--- config.mk ---
export PLATFORM = sky130hd
export DESIGN_NAME = lru_replacement_candidate_set_flat
export DESIGN_NICKNAME = d
export VERILOG_FILES = /design/src/lrc_pkg.sv /design/src/lrc_if.sv /design/src/lru_replacement_candidate_set.sv /design/src/lrc_link_store.sv /design/src/lrc_state.sv /design/src/flat_wrapper.sv
export SDC_FILE = /design/constraint.sdc
export NUM_CORES = 2
export LEC_CHECK = 0
export BUFFER_PORTS_ARGS = -buffer_cell sky130_fd_sc_hd__buf_2
export CAP_MARGIN = 5
export CORE_UTILIZATION = 65
export DETAILED_ROUTE_END_ITERATION = 16
export PLACE_DENSITY = 0.81
export SLEW_MARGIN = 25
export SYNTH_ARGS = -nofsm -noshare
export SYNTH_HDL_FRONTEND = slang
export SYNTH_SLANG_ARGS = --single-unit
--- constraint.sdc ---
create_clock -name clk -period 21.7 [get_ports clk]
set_input_delay 1.085 -clock clk [delete_from_list [all_inputs] [get_ports clk]]
set_output_delay 1.085 -clock clk [all_outputs]
set_load 0.05 [all_outputs]
--- src/lrc_pkg.sv ---
// Shared types and constants for the LRU replacement candidate set.
package lrc_pkg;

    localparam int FUNC_W             = 2;
    localparam int FRAME_W            = 7;
    localparam int COUNT_W            = 8;
    localparam int MAX_FRAMES         = 1 << FRAME_W;
    localparam int DEFAULT_NUM_FRAMES = 128;

    typedef enum logic [FUNC_W-1:0] {
        FUNC_PIN    = 2'd0,
        FUNC_UNPIN  = 2'd1,
        FUNC_VICTIM = 2'd2
    } func_t;

    typedef struct packed {
        logic               next_en;
        logic [FRAME_W-1:0] next_addr;
        logic [FRAME_W-1:0] next_data;
        logic               prev_en;
        logic [FRAME_W-1:0] prev_addr;
        logic [FRAME_W-1:0] prev_data;
    } link_wr_t;

    typedef struct packed {
        logic               victim_found;
        logic [FRAME_W-1:0] victim_frame;
        logic [COUNT_W-1:0] candidate_count;
    } result_t;

endpackage

--- src/lrc_if.sv ---
// Request and response channel interfaces of the LRU replacement candidate set.
interface lrc_req_if;
    import lrc_pkg::*;

    logic               valid;
    logic               ready;
    logic [FUNC_W-1:0]  func;
    logic [FRAME_W-1:0] frame_number;

    modport source (output valid, func, frame_number, input ready);
    modport sink   (input valid, func, frame_number, output ready);
endinterface

interface lrc_rsp_if;
    import lrc_pkg::*;

    logic               valid;
    logic               ready;
    logic               victim_found;
    logic [FRAME_W-1:0] victim_frame;
    logic [COUNT_W-1:0] candidate_count;

    modport source (output valid, victim_found, victim_frame, candidate_count, input ready);
    modport sink   (input valid, victim_found, victim_frame, candidate_count, output ready);
endinterface

--- src/lru_replacement_candidate_set.sv ---
// Top level of the LRU replacement candidate set.
//
// Usage:
//   req channel carries one request item: func (pin, unpin, victim) and
//   frame_number. rsp channel returns exactly one item per request with
//   victim_found, victim_frame and the candidate count after the request.
//   An item moves when valid and ready are both high at a rising clk edge.
// Pipeline:
//   The link memories are read at the accept edge; the edge on which the
//   execute stage commits applies the update and loads the response register.
//   One request is taken every cycle while rsp.ready is high; the forwarding
//   on the link memory read port lets back-to-back requests touch the same
//   frames.
// Reset:
//   rst_n clears the membership bits, list ends and count, so the set starts
//   empty. Link memories are not cleared; only links of members are used.
// Stall:
//   While rsp.ready is low the response register holds; one more request is
//   taken into the execute stage, after which req.ready drops until the
//   response is taken.
module lru_replacement_candidate_set #(
    parameter int NUM_FRAMES = lrc_pkg::DEFAULT_NUM_FRAMES
) (
    input  logic      clk,
    input  logic      rst_n,
    lrc_req_if.sink   req,
    lrc_rsp_if.source rsp
);
    import lrc_pkg::*;

    localparam int ACTIVE = (NUM_FRAMES < MAX_FRAMES) ? NUM_FRAMES : MAX_FRAMES;

    logic               e_valid_reg;
    logic [FUNC_W-1:0]  e_func_reg;
    logic [FRAME_W-1:0] e_fn_reg;
    logic               o_valid_reg;
    result_t            o_result_reg;

    logic               e_go;
    logic               accept;
    logic [FRAME_W-1:0] rd_addr;
    logic [FRAME_W-1:0] rd_next;
    logic [FRAME_W-1:0] rd_prev;
    logic [FRAME_W-1:0] oldest_ahead;
    link_wr_t           link_wr;
    result_t            result;

    assign e_go      = e_valid_reg && (!o_valid_reg || rsp.ready);
    assign req.ready = !e_valid_reg || e_go;
    assign accept    = req.valid && req.ready;
    assign rd_addr   = (req.func == FUNC_VICTIM) ? oldest_ahead : req.frame_number;

    lrc_link_store #(
        .DEPTH (ACTIVE)
    ) u_links (
        .clk     (clk),
        .rd_en   (accept),
        .rd_addr (rd_addr),
        .wr      (link_wr),
        .rd_next (rd_next),
        .rd_prev (rd_prev)
    );

    lrc_state #(
        .NUM_FRAMES (NUM_FRAMES)
    ) u_state (
        .clk          (clk),
        .rst_n        (rst_n),
        .commit       (e_go),
        .func         (e_func_reg),
        .frame_number (e_fn_reg),
        .rd_next      (rd_next),
        .rd_prev      (rd_prev),
        .wr           (link_wr),
        .result       (result),
        .oldest_ahead (oldest_ahead)
    );

    always_ff @(posedge clk or negedge rst_n)
    begin
        if (!rst_n)
        begin
            e_valid_reg <= 1'b0;
            o_valid_reg <= 1'b0;
        end
        else
        begin
            if (accept)
            begin
                e_valid_reg <= 1'b1;
            end
            else if (e_go)
            begin
                e_valid_reg <= 1'b0;
            end

            if (e_go)
            begin
                o_valid_reg <= 1'b1;
            end
            else if (rsp.ready)
            begin
                o_valid_reg <= 1'b0;
            end
        end
    end

    always_ff @(posedge clk)
    begin
        if (accept)
        begin
            e_func_reg <= req.func;
            e_fn_reg   <= req.frame_number;
        end
        if (e_go)
        begin
            o_result_reg <= result;
        end
    end

    assign rsp.valid           = o_valid_reg;
    assign rsp.victim_found    = o_result_reg.victim_found;
    assign rsp.victim_frame    = o_result_reg.victim_frame;
    assign rsp.candidate_count = o_result_reg.candidate_count;

endmodule

--- src/lrc_link_store.sv ---
// Next and previous link memories with same-cycle write forwarding.
module lrc_link_store #(
    parameter int DEPTH = lrc_pkg::DEFAULT_NUM_FRAMES
) (
    input  logic                      clk,
    input  logic                      rd_en,
    input  logic [lrc_pkg::FRAME_W-1:0] rd_addr,
    input  lrc_pkg::link_wr_t         wr,
    output logic [lrc_pkg::FRAME_W-1:0] rd_next,
    output logic [lrc_pkg::FRAME_W-1:0] rd_prev
);
    import lrc_pkg::*;

    localparam int IDX_W = (DEPTH > 1) ? $clog2(DEPTH) : 1;

    logic [IDX_W-1:0] next_mem [DEPTH];
    logic [IDX_W-1:0] prev_mem [DEPTH];

    logic [IDX_W-1:0] next_q_reg;
    logic [IDX_W-1:0] prev_q_reg;
    logic [IDX_W-1:0] next_byp_reg;
    logic [IDX_W-1:0] prev_byp_reg;
    logic             next_hit_reg;
    logic             prev_hit_reg;

    always_ff @(posedge clk)
    begin
        if (wr.next_en)
        begin
            next_mem[wr.next_addr[IDX_W-1:0]] <= wr.next_data[IDX_W-1:0];
        end
        if (wr.prev_en)
        begin
            prev_mem[wr.prev_addr[IDX_W-1:0]] <= wr.prev_data[IDX_W-1:0];
        end
    end

    // forward a write that lands on the address being read
    always_ff @(posedge clk)
    begin
        if (rd_en)
        begin
            next_q_reg   <= next_mem[rd_addr[IDX_W-1:0]];
            prev_q_reg   <= prev_mem[rd_addr[IDX_W-1:0]];
            next_hit_reg <= wr.next_en && (wr.next_addr == rd_addr);
            prev_hit_reg <= wr.prev_en && (wr.prev_addr == rd_addr);
            next_byp_reg <= wr.next_data[IDX_W-1:0];
            prev_byp_reg <= wr.prev_data[IDX_W-1:0];
        end
    end

    assign rd_next = FRAME_W'(next_hit_reg ? next_byp_reg : next_q_reg);
    assign rd_prev = FRAME_W'(prev_hit_reg ? prev_byp_reg : prev_q_reg);

endmodule

--- src/lrc_state.sv ---
// Candidate set state: membership bits, list ends, count and the per-item update.
module lrc_state #(
    parameter int NUM_FRAMES = lrc_pkg::DEFAULT_NUM_FRAMES
) (
    input  logic                        clk,
    input  logic                        rst_n,
    input  logic                        commit,
    input  logic [lrc_pkg::FUNC_W-1:0]  func,
    input  logic [lrc_pkg::FRAME_W-1:0] frame_number,
    input  logic [lrc_pkg::FRAME_W-1:0] rd_next,
    input  logic [lrc_pkg::FRAME_W-1:0] rd_prev,
    output lrc_pkg::link_wr_t           wr,
    output lrc_pkg::result_t            result,
    output logic [lrc_pkg::FRAME_W-1:0] oldest_ahead
);
    import lrc_pkg::*;

    localparam int ACTIVE = (NUM_FRAMES < MAX_FRAMES) ? NUM_FRAMES : MAX_FRAMES;
    localparam int IDX_W  = (ACTIVE > 1) ? $clog2(ACTIVE) : 1;
    localparam int CNT_W  = $clog2(ACTIVE + 1);

    logic [ACTIVE-1:0] member_reg;
    logic [ACTIVE-1:0] member_next;
    logic [IDX_W-1:0]  oldest_reg;
    logic [IDX_W-1:0]  oldest_next;
    logic [IDX_W-1:0]  newest_reg;
    logic [IDX_W-1:0]  newest_next;
    logic [CNT_W-1:0]  count_reg;
    logic [CNT_W-1:0]  count_next;

    logic             in_range;
    logic             is_victim;
    logic [IDX_W-1:0] f;
    logic [IDX_W-1:0] p;
    logic [IDX_W-1:0] n;
    logic             is_mem;
    logic             do_unlink;
    logic             do_append;

    always_ff @(posedge clk or negedge rst_n)
    begin
        if (!rst_n)
        begin
            member_reg <= '0;
            oldest_reg <= '0;
            newest_reg <= '0;
            count_reg  <= '0;
        end
        else
        begin
            member_reg <= member_next;
            oldest_reg <= oldest_next;
            newest_reg <= newest_next;
            count_reg  <= count_next;
        end
    end

    always_comb
    begin
        in_range  = int'(frame_number) < NUM_FRAMES;
        is_victim = (func == FUNC_VICTIM);
        f         = is_victim ? oldest_reg : frame_number[IDX_W-1:0];
        p         = rd_prev[IDX_W-1:0];
        n         = rd_next[IDX_W-1:0];
        is_mem    = member_reg[f];
        do_unlink = 1'b0;
        do_append = 1'b0;

        case (func)
            FUNC_PIN:    do_unlink = in_range && is_mem;
            FUNC_UNPIN:  do_append = in_range && !is_mem;
            FUNC_VICTIM: do_unlink = (count_reg != '0);
            default:
            begin
                do_unlink = 1'b0;
                do_append = 1'b0;
            end
        endcase

        wr          = '0;
        member_next = member_reg;
        oldest_next = oldest_reg;
        newest_next = newest_reg;
        count_next  = count_reg;

        if (commit && do_unlink)
        begin
            wr.next_en     = (f != oldest_reg);
            wr.next_addr   = FRAME_W'(p);
            wr.next_data   = FRAME_W'(n);
            wr.prev_en     = (f != newest_reg);
            wr.prev_addr   = FRAME_W'(n);
            wr.prev_data   = FRAME_W'(p);
            oldest_next    = (f == oldest_reg) ? n : oldest_reg;
            newest_next    = (f == newest_reg) ? p : newest_reg;
            member_next[f] = 1'b0;
            count_next     = count_reg - CNT_W'(1);
            if (count_next == '0)
            begin
                oldest_next = '0;
                newest_next = '0;
            end
        end
        else if (commit && do_append)
        begin
            wr.next_en     = (count_reg != '0);
            wr.next_addr   = FRAME_W'(newest_reg);
            wr.next_data   = FRAME_W'(f);
            wr.prev_en     = 1'b1;
            wr.prev_addr   = FRAME_W'(f);
            wr.prev_data   = FRAME_W'((count_reg == '0) ? f : newest_reg);
            oldest_next    = (count_reg == '0) ? f : oldest_reg;
            newest_next    = f;
            member_next[f] = 1'b1;
            count_next     = count_reg + CNT_W'(1);
        end

        result.victim_found    = is_victim && do_unlink;
        result.victim_frame    = (is_victim && do_unlink) ? FRAME_W'(f) : '0;
        result.candidate_count = COUNT_W'(count_next);
        oldest_ahead           = FRAME_W'(oldest_next);
    end

endmodule

--- src/flat_wrapper.sv ---
// flat-port wrapper written by rule: the top's interface ports become plain ports
module lru_replacement_candidate_set_flat import lrc_pkg::*;
#(
    parameter int NUM_FRAMES = lrc_pkg::DEFAULT_NUM_FRAMES
)
  (clk, rst_n, req_valid, req_func, req_frame_number, req_ready, rsp_valid, rsp_victim_found, rsp_victim_frame, rsp_candidate_count, rsp_ready);
  lrc_req_if req_i ();
  lrc_rsp_if rsp_i ();
  input  logic clk;
  input  logic rst_n;
  input wire logic [$bits(req_i.valid)-1:0] req_valid;
  input wire logic [$bits(req_i.func)-1:0] req_func;
  input wire logic [$bits(req_i.frame_number)-1:0] req_frame_number;
  output wire logic [$bits(req_i.ready)-1:0] req_ready;
  output wire logic [$bits(rsp_i.valid)-1:0] rsp_valid;
  output wire logic [$bits(rsp_i.victim_found)-1:0] rsp_victim_found;
  output wire logic [$bits(rsp_i.victim_frame)-1:0] rsp_victim_frame;
  output wire logic [$bits(rsp_i.candidate_count)-1:0] rsp_candidate_count;
  input wire logic [$bits(rsp_i.ready)-1:0] rsp_ready;
  assign req_i.valid = req_valid;
  assign req_i.func = req_func;
  assign req_i.frame_number = req_frame_number;
  assign req_ready = req_i.ready;
  assign rsp_valid = rsp_i.valid;
  assign rsp_victim_found = rsp_i.victim_found;
  assign rsp_victim_frame = rsp_i.victim_frame;
  assign rsp_candidate_count = rsp_i.candidate_count;
  assign rsp_i.ready = rsp_ready;
  lru_replacement_candidate_set #(.NUM_FRAMES(NUM_FRAMES)) u_core (.clk(clk), .rst_n(rst_n), .req(req_i), .rsp(rsp_i));
endmodule
==> key figures <==
Logic synthesis
  – Synth top area cells: edfxtp_1 (65%), dfrtp_1 (4.4%), mux2_2 (4.1%)
  – Sequential area share after synthesis: 69.11%
  – Post-Syn Instances: 6139
  – Syn nets: 6156
  – Seq cells post-synth: 1999
  – Synth cell types: 78
  – Mapped Area: 85760 um2
  – Ys async rst share: 7.604%
  – Warning count from the yosys run: 0
  – Area leader, netlist: edfxtp_1
  – Post-synth EDFFs: 1847
  – Most used DFF post-synth: edfxtp_1
  – Synth Area per Inst: 13.97 um2
  – Post-synth top area share: 64.67%

Layout
  – Nets@finish: 6009
  – Area Growth Syn to Fin: 8.733%
  – Ratio of cells with drive above 1 in the final layout: 12.96%
  – Fin cells: 7891

Global routing
  – Tot GR Track Use: 33.83%
  – First-pass GRT wire length: 334.7 mm
  – Met2 usage in global routing: 51.72%
  – Total gr overflow: 0
  – M3 GR Usage: 9.322%
  – Vias in the first global route: 53084
  – Initial antenna violation count: 10
  – GR peak layer: met2
  – M1 GR Usage: 45.78%
  – Largest net degree at the start of global routing: 179

Critical path
  – Worst-path fanout max: 157
  – Startpoint types: flop
  – Crit path DAT: 10.70 ns
  – Crit end category: flop
  – CP Data Required Time: 22.31 ns
  – Reg2reg path depth: 22
  – CP Class: flop to flop

Timing
  – RSZ-0062 raised after global routing: false
  – Setup ws final: 11.61 ns
  – Post-layout min period: 10.09 ns
  – Worst-margin pin slew: 1.220 ns
  – Fmax: 99.06 MHz
  – Max Slew Vio Count: 0
  – Layout Skew: 0.03548 ns
  – Final Hold Slack: 0.3464 ns
  – Final number of hold-violating endpoints: 0
  – Setup total negative slack: 0 ns
  – Finish-stage setup viols: 0
  – Slew HR: 18.39%
  – Fin crit share: 46.52%

Clocking
  – Post-CTS Hold Buffers: 0
  – TritonCTS clock tree: yes
  – Clock Latency Late Sink: 0.85 ns
  – CTS max path bufs: 3
  – Root Buffer: clkbuf_16
  – Clock transition at path regs: 0.06 ns
  – Clk sinks: 1999
  – Total CTS buffers: 191
  – Postcts setup bufs: 0
  – Post-CTS sizing: 0
  – # H-tree levels: 4

Power
  – VDD IR max: 0.00007313 V
  – Power density over the cells: 99.11 nW/um2
  – Leak pwr: 0.03188 uW

Detailed routing
  – Average wire per standard cell: 28.87 um
  – DR vias: 55882
  – Post-DRT Antenna Nets: 0
  – DR DRC count: 0
  – Final Routed Wirelength: 227.8 mm
  – Vias/cell: 7.082
  – Initial DRC count: 9351
  – First-pass DRT Iterations: 9

Die
  – Die area: 133400 um2
  – Die width: 365.2 um
  – # rows: 132
  – # IOs: 31
  – Core Box Area: 130100 um2
  – Die height: 365.2 um
  – Initial Util: 65.90%

Placed design
  – DP Worst Slack: 12.05 ns
  – Port bufs: 30
  – Hpwl dp: 136.4 mm
  – Placed instance count: 7538
  – RD Place Congestion: 0.9741

Outcome
  – Status: completed

Min path
  – Hold Path Class: input pin to async pin

Run
  – Max Cap Viol: 0
[report_power, final]
part | switching, uW | internal (uW) | leakage [uW] | total (uW)
sequential | 106 | 4380 | 0.0191 | 4490
clock | 1420 | 1830 | 0.00297 | 3260
combinational | 1050 | 444 | 0.00981 | 1500
[placed cells by master (no fill, tap or decap), drive strengths merged, types with 28 or more instances in the layout]
master      n
edfxtp   1847
a21oi     497
nand2     475
mux2      329
nor2      328
mux2i     323
inv       309
clkbuf    246
o221ai    197
o211ai    170
dfrtp     152
a31oi     144
buf       141
o21ai     136
a221oi    115
nand2b     80
clkinv     77
a22o       70
a32oi      56
a22oi      42
o32ai      34
nand4      33
o2111ai    32
nor4       28
[cell families (layout without fill, tap and decap cells)]
logic type,Yosys count,count (layout),synth area share [%]
other,0,1,0
AND/OR/NAND/NOR,1074,1074,5.629
adder cells (fa/ha/maj),4,4,0.05836
flip-flops,1999,1999,69.11
AO/OA/AOI/OAI,1596,1596,12.77
multiplexers,652,652,8.122
XOR/XNOR,35,35,0.3574
buffers and inverters,779,788,3.960
[final timing paths]
kind | slack, ns | start | endpoint
max | 11.61 | u_core.e_func_reg[1] | u_core.u_links.prev_q_reg[6]
min | 0.35 | rst_n | u_core.rsp.valid
max reg2reg | 11.61 | u_core.e_func_reg[1] | u_core.u_links.prev_q_reg[6]
min reg2reg | 0.52 | u_core.u_state.count_reg[7] | u_core.u_state.count_reg[7]
max in group asynchronous | 20.02 | rst_n | async pin
min in group clk | 0.47 | req_frame_number[0] | u_core.e_fn_reg[0]
[cell type report]
| cell class | count | area, um2 |
|---|---|---|
| Sequential cell | 1999 | 59270 |
| Fill cell | 7933 | 36890 |
| Multi-Input combinational cell | 3361 | 23500 |
| Clock buffer | 246 | 5131 |
| Tap cell | 1742 | 2180 |
| Timing Repair Buffer | 141 | 1130 |
| Inverter | 298 | 1119 |
| Clock inverter | 103 | 924.6 |
| Antenna cell | 1 | 2.502 |
[per-stage QoR]
step	cell area, um2	total power (uW)	util [%]
after floorplan	85760	5526	-
after global placement	87040	5953	66.88
after detailed placement	87070	5995	66.90
after CTS	93130	9181	71.56
after global routing	93250	9454	71.65
final	93250	9242	71.65
[cell usage after synthesis (all sizes together), types with 10 or more instances]
master and count:
and3 11, nor2b 12, a2bb2oi 20, nand4b 17, nand4 33, nand3 22
a21oi 497, xnor2 26, dfrtp 152, inv 298, nand2 475, o221ai 197
nor3 23, a21o 10, o21ai 136, a22oi 42, o32ai 34, o2111ai 32
o211ai 170, nor2 328, buf 170, edfxtp 1847, nand2b 80, a22o 70
or4bb 16, mux2i 323, mux2 329, clkbuf 311, o22ai 21, a31oi 144
a221oi 115, a32oi 56, nor4 28
[per-layer routing]
metal | part of all wire (%) | routed length [um] | vias to the layer above
met5 | 0.045 | 103 | -
met4 | 4.7 | 10800 | 14
met3 | 13 | 29850 | 689
met2 | 46 | 104700 | 4230
met1 | 36 | 82390 | 27472
li1 | - | - | 23477
[worst max-delay path, stage by stage (launching register included)]
cell       delay, ns
edfxtp_1        0.32
buf_4           0.36
and2b_2         0.60
buf_4           0.51
o31ai_1         0.27
buf_4           0.25
o21ai_0         0.07
o211ai_1        0.13
a2111oi_2       0.66
o22ai_1         0.25
o31ai_4         0.21
buf_4           0.51
mux2i_4         0.34
o21a_4          0.49
buf_4           0.72
buf_12          0.64
buf_4           0.94
buf_4           0.79
a21oi_1         0.19
a22o_1          0.27
a32oi_1         0.41
nand4_1         0.17
nor4_1          0.38
(Power assumes the default switching activity.)
